`src/sv/assert_macros.svh`:
```
// assertion helpers for the adder project
`ifndef ASSERT_MACROS_SVH
`define ASSERT_MACROS_SVH

// implication checked on every clock edge outside reset
`define ASSERT_IMPL(label, clk, rst_n, pre, post) \
    label: assert property (@(posedge clk) disable iff (!rst_n) (pre) |-> (post)) \
        else $error("assertion failed");

// next-cycle implication checked outside reset
`define ASSERT_NEXT(label, clk, rst_n, pre, post) \
    label: assert property (@(posedge clk) disable iff (!rst_n) (pre) |=> (post)) \
        else $error("assertion failed");

`endif

```
`src/sv/fpadd_pkg.sv`:
```
// ----------------------------------------------------------------------------
// fpadd_pkg
// constants and types shared by the single precision adder
// ----------------------------------------------------------------------------
`timescale 1ns / 1ps
package fpadd_pkg;
    localparam logic [31:0] QNAN_BITS = 32'h7FC0_0000;
    localparam logic [7:0]  EXP_MAX   = 8'hFF;

    typedef logic [31:0] t_word;
endpackage

```
`src/sv/fp32_adder_unit.sv`:
```
// ----------------------------------------------------------------------------
// fp32_adder_unit
// binary32 adder, truncating, four register stages
// ----------------------------------------------------------------------------
// channel   direction  signals
// operands  in         i_valid, o_ready, i_operand_a, i_operand_b
// sum       out        o_valid, i_ready, o_sum_bits
//
// one addition accepted per cycle while the pipeline advances; four register
// stages: unpack/align, add, leading zero count, and shift/pack. o_valid is the
// valid bit of the shift/pack stage, so the sum beat leaves from that register.
// synchronous active-low reset clears the stage valid bits only.
// the pipeline advances as a whole when the last stage is empty or is taken;
// on a stall every stage holds, so nothing is lost or repeated.
`timescale 1ns / 1ps
module fp32_adder_unit (
    input  logic               i_clk,
    input  logic               i_rst_n,
    input  logic               i_valid,
    output logic               o_ready,
    input  fpadd_pkg::t_word   i_operand_a,
    input  fpadd_pkg::t_word   i_operand_b,
    output logic               o_valid,
    input  logic               i_ready,
    output fpadd_pkg::t_word   o_sum_bits
);
    import fpadd_pkg::*;
`include "assert_macros.svh"

    logic adv;
    logic [3:0] r_v;
    assign adv = !r_v[3] || i_ready;
    assign o_ready = adv;
    assign o_valid = r_v[3];

    // stage 1: unpack, specials, align
    logic        r_s1_spec, r_s1_sub, r_s1_sa, r_s1_sb;
    logic [31:0] r_s1_sbits;
    logic [7:0]  r_s1_e;
    logic [23:0] r_s1_ma, r_s1_mb;
    logic        r_s1_agt;
    logic        sa, sb, nan_in, agt;
    logic [7:0]  ea, eb, ea1, eb1, d;
    logic [23:0] ma, mb;
    logic [31:0] sp_bits;
    logic        spec;
    always_comb begin
        sa = i_operand_a[31];
        sb = i_operand_b[31];
        ea = i_operand_a[30:23];
        eb = i_operand_b[30:23];
        nan_in = (ea == EXP_MAX && i_operand_a[22:0] != 23'd0) ||
                 (eb == EXP_MAX && i_operand_b[22:0] != 23'd0);
        spec = 1'b1;
        if (nan_in) sp_bits = QNAN_BITS;
        else if (ea == EXP_MAX) sp_bits = (eb == EXP_MAX && sa != sb) ? QNAN_BITS : i_operand_a;
        else if (eb == EXP_MAX) sp_bits = i_operand_b;
        else begin
            sp_bits = 32'd0;
            spec = 1'b0;
        end
        ma = {ea != 8'd0, i_operand_a[22:0]};
        mb = {eb != 8'd0, i_operand_b[22:0]};
        ea1 = (ea == 8'd0) ? 8'd1 : ea;
        eb1 = (eb == 8'd0) ? 8'd1 : eb;
        agt = ea1 > eb1;
        d = agt ? ea1 - eb1 : eb1 - ea1;
        if (agt) mb = (d >= 8'd24) ? 24'd0 : mb >> d[4:0];
        else     ma = (d >= 8'd24) ? 24'd0 : ma >> d[4:0];
    end
    always_ff @(posedge i_clk) begin
        if (adv) begin
            r_s1_spec <= spec;
            r_s1_sbits <= sp_bits;
            r_s1_sa <= sa;
            r_s1_sb <= sb;
            r_s1_sub <= sa != sb;
            r_s1_e <= agt ? ea1 : eb1;
            r_s1_ma <= ma;
            r_s1_mb <= mb;
            r_s1_agt <= agt;
        end
    end

    // stage 2: magnitude add or subtract
    logic        r_s2_spec, r_s2_sub, r_s2_s;
    logic [31:0] r_s2_sbits;
    logic [7:0]  r_s2_e;
    logic [24:0] r_s2_m;
    logic        n_s;
    logic [24:0] n_m;
    always_comb begin
        if (!r_s1_sub) begin
            n_m = {1'b0, r_s1_ma} + {1'b0, r_s1_mb};
            n_s = r_s1_sa;
        end else if (r_s1_agt || r_s1_ma > r_s1_mb) begin
            n_m = {1'b0, r_s1_ma - r_s1_mb};
            n_s = r_s1_sa;
        end else begin
            n_m = {1'b0, r_s1_mb - r_s1_ma};
            n_s = r_s1_sb;
        end
    end
    always_ff @(posedge i_clk) begin
        if (adv) begin
            r_s2_spec <= r_s1_spec;
            r_s2_sbits <= r_s1_sbits;
            r_s2_sub <= r_s1_sub;
            r_s2_s <= n_s;
            r_s2_e <= r_s1_e;
            r_s2_m <= n_m;
        end
    end

    // stage 3: carry handling and leading zero count
    logic        r_s3_spec, r_s3_done, r_s3_s;
    logic [31:0] r_s3_bits;
    logic [7:0]  r_s3_e;
    logic [23:0] r_s3_m;
    logic [4:0]  r_s3_lz;
    logic [4:0]  lz;
    logic        done;
    logic [31:0] dbits;
    always_comb begin
        lz = 5'd24;
        for (int i = 0; i < 24; i++) if (r_s2_m[i]) lz = 5'(23 - i);
        done = 1'b0;
        dbits = 32'd0;
        if (r_s2_m[24]) begin
            done = (r_s2_e + 8'd1) >= EXP_MAX;
            dbits = {r_s2_s, EXP_MAX, 23'd0};
        end else if (r_s2_m == 25'd0) begin
            done = 1'b1;
            dbits = r_s2_sub ? 32'd0 : {r_s2_s, 31'd0};
        end
    end
    always_ff @(posedge i_clk) begin
        if (adv) begin
            r_s3_spec <= r_s2_spec || done;
            r_s3_bits <= r_s2_spec ? r_s2_sbits : dbits;
            r_s3_done <= r_s2_m[24];
            r_s3_s <= r_s2_s;
            r_s3_e <= r_s2_m[24] ? r_s2_e + 8'd1 : r_s2_e;
            r_s3_m <= r_s2_m[24] ? r_s2_m[24:1] : r_s2_m[23:0];
            r_s3_lz <= lz;
        end
    end

    // stage 4: left normalize and pack
    logic [31:0] r_s4_bits;
    logic [7:0]  sh;
    logic [23:0] nm;
    logic [7:0]  ne;
    always_comb begin
        sh = r_s3_done ? 8'd0 : {3'd0, r_s3_lz};
        if (sh > r_s3_e - 8'd1) sh = r_s3_e - 8'd1;
        nm = r_s3_m << sh[4:0];
        ne = r_s3_e - sh;
    end
    always_ff @(posedge i_clk) begin
        if (adv) begin
            if (r_s3_spec) r_s4_bits <= r_s3_bits;
            else r_s4_bits <= {r_s3_s, nm[23] ? ne : 8'd0, nm[22:0]};
        end
    end
    assign o_sum_bits = r_s4_bits;

    // stage valid bits
    always_ff @(posedge i_clk) begin
        if (!i_rst_n) r_v <= 4'd0;
        else if (adv) r_v <= {r_v[2:0], i_valid};
    end

    // quiet nan about to move into the output stage
    logic qnan_next;
    assign qnan_next = adv && r_v[2] && r_s3_spec && r_s3_bits == QNAN_BITS;

    `ASSERT_NEXT(a_stall_hold, i_clk, i_rst_n, o_valid && !i_ready, o_valid && $stable(o_sum_bits))
    `ASSERT_IMPL(a_ready_free, i_clk, i_rst_n, !o_valid, o_ready)
    `ASSERT_NEXT(a_nan_out, i_clk, i_rst_n, qnan_next, o_sum_bits == QNAN_BITS)
endmodule

```
`config.mk`:
```
export PLATFORM = sky130hd
export DESIGN_NAME = fp32_adder_unit
export DESIGN_NICKNAME = d
export VERILOG_FILES = /design/src/sv/fpadd_pkg.sv /design/src/sv/fp32_adder_unit.sv
export VERILOG_INCLUDE_DIRS = /design/src /design/src/sv
export SDC_FILE = /design/constraint.sdc
export NUM_CORES = 1
export LEC_CHECK = 0
export BUFFER_PORTS_ARGS = -buffer_cell sky130_fd_sc_hd__buf_2
export CORE_AREA = 2 2 198 200
export DETAILED_ROUTE_END_ITERATION = 8
export DIE_AREA = 0 0 200 202
export PLACE_DENSITY = 0.67
export SLEW_MARGIN = 20
export SYNTH_ARGS = -nofsm -noshare
export SYNTH_HDL_FRONTEND = slang
export SYNTH_SLANG_ARGS = --single-unit
```
`constraint.sdc`:
```
create_clock -name i_clk -period 11.62 [get_ports i_clk]
set_input_delay 0.581 -clock i_clk [delete_from_list [all_inputs] [get_ports i_clk]]
set_output_delay 0.581 -clock i_clk [all_outputs]
set_load 0.03 [all_outputs]
```
-- Word-level counts from Yosys, hierarchy flattened
Cells that the tools add are included.
- register bits after elaboration: 269
- input bits: 68
- output and inout bits: 34
- logic and storage cells: 119
- add/subtract/negate cells: 8
- order comparisons: 5
- equal/unequal tests: 3
- shift-type cells: 3
- muxes and demuxes: 51
- reductions and logical operators: 20
- operators by type and width (cell ; count):
    32-bit two-way mux ; 8
    24-bit two-way mux ; 5
    8-bit two-way mux ; 7
    24-bit by 5-bit >> shifter with 24-bit output ; 2
    24-bit subtractor ; 2
    23-bit nonzero test ; 2
    5-bit two-way mux ; 8
    4-bit two-way mux ; 9
    24-bit by 24-bit adder with 25-bit output ; 1
    25-bit logical NOT ; 1
    25-bit two-way mux ; 1
    24-bit greater-than comparator ; 1
    24-bit by 5-bit left shift with 24-bit output ; 1
    8-bit subtractor ; 3
    23-bit two-way mux ; 1
    8-bit equality test, second input constant ; 2
    8-bit logical NOT ; 2
    8-bit nonzero test ; 2
    16-bit OR reduction ; 1
    3-bit two-way mux ; 4
    8-bit by 1-bit adder with 8-bit output, second input constant ; 1
    8-bit by 5-bit >= comparator with 1-bit output, second input constant ; 1
    8-bit >= comparator, second input constant ; 1
    5-bit by 8-bit greater-than comparator with 1-bit output ; 1
    other kinds (11) ; 23

-- Logic depth before layout (Yosys ltp)
Gate-level depths: netlist of the first run.
- depth in word-level cells: 23
- mapped depth: 25
- depth with buffers taken out: 21

-- Least setup slack after synthesis of the first run
Ideal clock, no wire load.
- path type: input -> register
- start point: input port i_ready
- end point: register r_s4_bits[0], in the netlist o_sum_bits[0] (enable)
- library setup time: 0.623 ns
- arrival: 6.054 ns
- required time: 10.997 ns
- setup slack: 4.943 ns
- stages: 3
- path buffers: 1
- cells stage by stage: nor2b_1 clkbuf_1 inv_1
- word-level cells in the longest chain between the ends: 1
- RTL lines (element ; line ; source):
    from (decl) ; fp32_adder_unit.sv:24 ; input logic i_ready,
    1-bit logical OR ; fp32_adder_unit.sv:32 ; assign adv = !r_v[3] || i_ready;
    net o_ready ; fp32_adder_unit.sv:20 ; output logic o_ready,
    to (signal assigned) ; fp32_adder_unit.sv:162 ; if (r_s3_spec) r_s4_bits <= r_s3_bits;
    to (signal assigned) ; fp32_adder_unit.sv:163 ; else r_s4_bits <= {r_s3_s, nm[23] ? ne : 8'd0, nm[22:0]};
    to (decl) ; fp32_adder_unit.sv:150 ; logic [31:0] r_s4_bits;
The timed path passes the listed nets, and every way through them passes these cells.
A chain may end at the register's enable or synchronous reset.

-- Final worst setup path of the first run
- start point: register r_s3_e[0]
- end point: register r_s4_bits[30], in the netlist o_sum_bits[30] (data pin)
- word-level cells in the longest chain between the ends: 6
- elaborated cells between the ends (all ways): 7
- classes of those cells: add/sub (2); order compare (1); shift (1); mux (3)
- RTL lines (element ; line ; source):
    from (decl) ; fp32_adder_unit.sv:118 ; logic [7:0] r_s3_e;
    from (signal assigned) ; fp32_adder_unit.sv:143 ; r_s3_e <= r_s2_m[24] ? r_s2_e + 8'd1 : r_s2_e;
    8-bit by 1-bit subtractor with 8-bit output ; fp32_adder_unit.sv:156 ; if (sh > r_s3_e - 8'd1) sh = r_s3_e - 8'd1;
    5-bit by 8-bit greater-than comparator with 1-bit output ; fp32_adder_unit.sv:156 ;
    8-bit two-way mux ; fp32_adder_unit.sv:156 ;
    8-bit subtractor / 24-bit by 5-bit left shift with 24-bit output (equally long branches) ; fp32_adder_unit.sv:158, fp32_adder_unit.sv:157 ;
    8-bit two-way mux (*) ; fp32_adder_unit.sv:163 ;
    32-bit two-way mux (*) ; fp32_adder_unit.sv:162 ;
Mark *: on every way between the ends. The rest lies on a longest branch, timed or not.

==> results.cfg, run 1 <==
[timing]
finalHoldViolCount = 0
final-setup-viol-count = 0
setup_tns_ps = 0
finalWorstSetupSlack_ps = 4326
final_max_slew_viol_count = 0
tightest_slew_ps = 968.1
clock.fmax_mhz = 137.1
rsz0062_at_grt = false
min_period_ps = 7294
relSlewSlack = 0.3462
skew_ps = 16.72
fin_crit_sh = 0.6277

[worst_setup_path]
crit_fanout = 26
crit_required_ps = 11910
endpoint_kind = flip-flop
critPathArrivalTime_ps = 7580
crit_type = reg2reg
start_kind = flip-flop

[global_routing]
grt-ovfl-total = 0
grt_pass1_wl_mm = 77.80
first_global_vias = 14160
antenna_found_initial = 0
grt_max_degree = 98
track_usage = 0.2441

[cts]
post_cts_buffers = 0
cts_hold_buf = 0
cts_buffers = 25
cts.sinks = 269
cts_tree = done
worst_skew_pair.late_latency_ps = 540
cts_resized = 0
htree_levels = 1
clk_pin_slew_ps = 60
cts-root-buf = clkbuf_16
cts_buffer_depth = 3

[route]
drt_wl_total_mm = 49.14
routedWlPerCell_um = 19.85
dr.pass1.iters = 5
ant_nets = 0
vias = 14740
via_per_inst = 5.957
route.detailed.drc = 0
drtIter0Drc = 1251

[power]
power.density_mw_per_mm2 = 200.7
ir_worst_vdd_v = 0.0001168
p_int_uw = 2482
switching_share = 0.4005
pwr-share-comb = 0.447
netSwitchingPower_uw = 1658
p_leak_uw = 0.008498
power.clock.fraction = 0.185
seqPwrFrac = 0.369

[synth]
synthAdderAreaFrac = 0.07288
async_flop_share = 0
synth-simple-area-share = 0.1476
ys_warn_count = 0
synth_mux_area_frac = 0.1160
post_synth_instance_area_mm2 = 0.01899
synth.top_cell.area_share = 0.4191
ys_ff_latch = 269
synth_cells = 1888
synth_top_family_by_area = compound AO/OA/AOI/OAI gates
synth.distinct_cells = 96
yosysTopAreaCell = edfxtp_1
synth_edf_count = 265
synth_area_leaders = edfxtp_1, mux2i_1, ha_1
syn_avg_cell_area_um2 = 10.06
ys_seq_area_frac = 0.4233
synthFlopType = edfxtp_1
synth_compound_area_frac = 0.1685
yosys.area_share.xor_xnor = 0.01984

[final_layout]
syn_to_final_growth_pct = 8.666
final_net_count = 2113
diodes = 0
design_area_mm2 = 0.02063
layout-drive-gt1-share = 0.1231

[floorplan]
initial_utilization = 0.4959
die_area_mm2 = 0.04040
die_h_um = 202
num_io_pins = 102
dieWidth_um = 200
rows = 72
core-area_mm2 = 0.03829

[worst_hold_path]
hold_path.class = in2reg

[status]
status = completed

[place]
hpwl_mm = 37.78
port_buffers = 101
dp_slack_ps = 4390
placed_area_mm2 = 0.01984
gp_congestion = 0.9562

[job]
maxCapViolCount = 0
path summary, 6_finish.rpt:
| kind | start | to | slack (ps) | cells after the start |
|---|---|---|---|---|
| max reg2reg | r_s3_e[0]$_DFFE_PP_ | o_sum_bits[30]$_DFFE_PP_ | 4330 | 21 |
| max | r_s3_e[0]$_DFFE_PP_ | o_sum_bits[30]$_DFFE_PP_ | 4330 | 21 |
| min reg2reg | r_s1_sbits[17]$_SDFFCE_PP0P_ | r_s2_sbits[17]$_DFFE_PP_ | 420 | 0 |
| min | i_rst_n | r_v[3]$_SDFFE_PN0P_ | 290 | 2 |
cells in the final DEF (no fill, tap or decap), types with 43 or more instances in the layout:
| cell | Yosys | final |
|---|---|---|
| a21oi_1 | 105 | 105 |
| edfxtp_1 | 265 | 265 |
| ha_1 | 101 | 100 |
| nor2_1 | 79 | 79 |
| inv_1 | 111 | 110 |
| mux2_2 | 43 | 43 |
| nand2_1 | 209 | 209 |
| mux2i_1 | 156 | 156 |
| o21ai_0 | 90 | 90 |
| buf_2 | 25 | 101 |
synthesized netlist by cell type (all sizes together), types with 17 or more instances:
| master | n |
|---|---|
| mux2 | 45 |
| ha | 101 |
| a211oi | 31 |
| a21oi | 106 |
| clkbuf | 73 |
| xor2 | 17 |
| o21ai | 96 |
| o221ai | 18 |
| nor4 | 25 |
| nand2 | 210 |
| edfxtp | 265 |
| a311oi | 21 |
| mux2i | 156 |
| nor2b | 26 |
| a32o | 23 |
| nor3 | 36 |
| nand2b | 18 |
| inv | 115 |
| nand3 | 34 |
| buf | 44 |
| and2 | 41 |
| xnor2 | 26 |
| nor2 | 81 |
| a21o | 19 |
| nand4 | 25 |
| o211ai | 21 |
registers in the layout, summed over array words and instances, names as in the netlist, 5 cells and up:
name and cells:
o_sum_bits 32, r_s1_e 8, r_s1_ma 24, r_s1_mb 24, r_s1_sbits 32, r_s2_e 8
r_s2_m 25, r_s2_sbits 32, r_s3_bits 32, r_s3_e 8, r_s3_lz 5, r_s3_m 24
cell type report:
type / instances / area (um^2)
timing repair buffer: 118 / 656.9
clock buffer: 32 / 651.9
fill: 3458 / 17650
clock inverter: 14 / 111.4
tap: 518 / 648.1
inverter: 118 / 452.9
multi-input combinational: 1406 / 10070
sequential: 269 / 8038
stage by stage:
| stage | power, uW | std cells | utilization | hold slack, ps |
|---|---|---|---|---|
| final | 4141 | 2475 | 0.5389 | 287.8 |
| after global routing | 4405 | 2475 | 0.5389 | 273.6 |
| after CTS | 4148 | 2474 | 0.5381 | 269.8 |
| after detailed placement | 3375 | 2428 | 0.5181 | 404.5 |
| after global placement | 3357 | 2428 | 0.5181 | 400.3 |
| after floorplan | 2857 | 1910 | - | 400.3 |
power by group through the flow:
stage / clock network [uW] / logic (uW) / registers [uW]
after floorplan: 0 / 1280 / 1580
after global placement: 0 / 1820 / 1540
after detailed placement: 0 / 1830 / 1550
after CTS: 784 / 1830 / 1530
after global routing: 823 / 2030 / 1560
final: 765 / 1850 / 1530
critical path: stages, from the launching register on:
cell,delay (ps)
edfxtp_1,670
clkinv_1,470
ha_1,380
xor2_1,690
inv_1,400
ha_1,420
and3_1,190
a32oi_1,250
nand4_2,540
or3_1,590
nand2_2,490
inv_2,230
ha_1,320
nor2b_1,120
o21ai_0,150
nand2b_1,110
a21o_1,190
a21o_1,190
a21o_1,170
a21oi_1,160
xor2_1,90
o211a_1,210
per-layer routing:
layer	wire, um	part of all wire	vias up	GRT usage
li1	-	-	7121	-
met1	21520	0.44	7008	0.3310
met2	23480	0.48	510	0.4075
met4	1858	0.038	0	0.09206
met5	0	0	-	0
met3	2282	0.046	105	0.02002
cells by family (layout without fill, tap and decap cells):
family	count (synthesis)	after routing
mux	207	207
xor+xnor	43	43
flops	269	269
other cells	2	24
buf+inv	235	282
fa+ha+maj	107	107
simple gates	564	564
compound gates	461	461
Power figures use the tool's default switching activity.
==> run 2, diff against run 1 <==
- PLACE_DENSITY: 0.67 -> 0.7
- clock period: 11.62 -> 6.7 ns (I/O delays scaled with it)
==> results.cfg, run 2 (synthesis results as in run 1) <==
[status]
status = completed

[worst_setup_path]
crit_type = reg2reg
crit_fanout = 19
rr_worst_depth = 20
slowest_delay_ps = 610
endpoint_kind = flip-flop
start_kind = flip-flop
crit_chain = clkinv_1 > ha_1 > xor2_1 > buf_4 > inv_1 > ha_1 > and3_1 > a32oi_1 > and4_1 > buf_4 > nand2_1 > buf_4 > o21ai_1 > inv_1 > ha_1 > a21o_1 > a21o_1 > a21oi_1 > xor2_1 > o211a_1
reg2reg_from = r_s3_e[0]$_DFFE_PP_
rrSetupSlack_ps = 800
crit_required_ps = 7000
crit_start = r_s3_e[0]$_DFFE_PP_
critPathArrivalTime_ps = 6200
r2r_end = o_sum_bits[30]$_DFFE_PP_
slowest_stage = edfxtp_1
cp.buffers_inverters = 6
cp_top_family = buffers and inverters

[global_routing]
grt_busiest_layer = met2
grt_max_degree = 107
track_usage = 0.2409
grt_pass1_wl_mm = 77.04
grt-ovfl-total = 0
first_global_vias = 14230
use_met3 = 0.02219
antenna_found_initial = 0
use_met2 = 0.4087
met1_usage = 0.3145

[route]
via_per_inst = 5.981
ant_nets = 0
vias = 14870
route.detailed.drc = 0
dr.pass1.iters = 5
drtIter0Drc = 1209
routedWlPerCell_um = 19.60
drt_wl_total_mm = 48.73

[floorplan]
die_area_mm2 = 0.04040
die_h_um = 202
num_io_pins = 102
dieWidth_um = 200
initial_utilization = 0.4959
rows = 72
core-area_mm2 = 0.03829

[final_layout]
layout-drive-gt1-share = 0.1311
syn_to_final_growth_pct = 9.700
diodes = 0
final_common_cell = edfxtp_1
layoutNonFillerInstCount = 2486
final_net_count = 2123
fill_cells = 3364
final_cell_mix = edfxtp_1, nand2_1, mux2i_1

[cts]
cts-root-buf = clkbuf_16
post_cts_buffers = 0
cts_tree = done
clk_pin_slew_ps = 60
worst_skew_pair.late_latency_ps = 550
cts_buffer_depth = 3
cts_resized = 0
cts_buffers = 26
cts.sinks = 269
cts_hold_buf = 0
htree_levels = 1

[place]
dp_cells = 2437
gp_congestion = 0.9915
port_buffers = 101
hpwl_mm = 37.31

[timing]
tightest_slew_ps = 1003
final-setup-viol-count = 0
fin_crit_sh = 0.8807
finalHoldViolCount = 0
whs_ps = 24.93
relSlewSlack = 0.3311
setup_tns_ps = 0
final_max_slew_viol_count = 0
rsz0062_at_grt = false
clock.fmax_mhz = 169.5
min_period_ps = 5901
skew_ps = 19.47

[worst_hold_path]
hold_path.class = in2reg
hold_path_depth = 2
min_from = i_rst_n
min_to = r_v[3]$_SDFFE_PN0P_

[power]
power.density_mw_per_mm2 = 353.9
ir_worst_vdd_v = 0.0001732
p_leak_uw = 0.008619

[job]
maxCapViolCount = 0
==> run 2: power breakdown <==
| group | switching, uW | internal [uW] | leakage, uW |
|---|---|---|---|
| registers | 309 | 2330 | 0.00300 |
| clock network | 595 | 883 | 0.000443 |
| logic | 1990 | 1260 | 0.00518 |
==> run 2: cell type report <==
cell class	instances	area [um^2]	share of cell area
Timing Repair Buffer	127	720.7	0.03460
Multi-Input combinational cell	1406	10070	0.4836
Clock buffer	39	779.5	0.03742
Inverter	118	452.9	0.02175
Tap cell	518	648.1	0.03112
Clock inverter	9	116.4	0.005587
Sequential cell	269	8038	0.3859
==> run 2: worst max path at each step <==
stage                                          end  slack, ps  depth (start not counted)
after floorplan            o_sum_bits[0]$_DFFE_PP_         80                          3
after global placement    o_sum_bits[30]$_DFFE_PP_       1080                         22
final                     o_sum_bits[30]$_DFFE_PP_        800                         20
after detailed placement  o_sum_bits[30]$_DFFE_PP_        900                         20
after CTS                 o_sum_bits[30]$_DFFE_PP_        890                         20
after global routing      o_sum_bits[30]$_DFFE_PP_        400                         20
==> run 2: worst reg2reg max path: cells and delay by family, from the launching register on <==
family,cells,cell delay (ps)
fa+ha+maj,3,1090
xor+xnor,2,240
flops,1,610
compound gates,6,1470
simple gates,3,620
buf+inv,6,1620
==> run 2: routing by layer <==
| layer | vias to the layer above | part of all wire |
|---|---|---|
| met5 | - | 0 |
| met4 | 0 | 0.044 |
| met3 | 128 | 0.050 |
| met2 | 545 | 0.48 |
| met1 | 7040 | 0.43 |
| li1 | 7155 | - |
==> run 2: metrics by stage <==
stage / power, uW / util / area (um^2) / setup WS [ps]
after floorplan: 4955 / - / 19070 / 79.79
after global placement: 5829 / 0.5199 / 19910 / 1075
after detailed placement: 5867 / 0.5199 / 19910 / 903.7
after CTS: 7362 / 0.5433 / 20800 / 891.2
after global routing: 7798 / 0.5440 / 20830 / 396.3
final: 7371 / 0.5440 / 20830 / 799.3
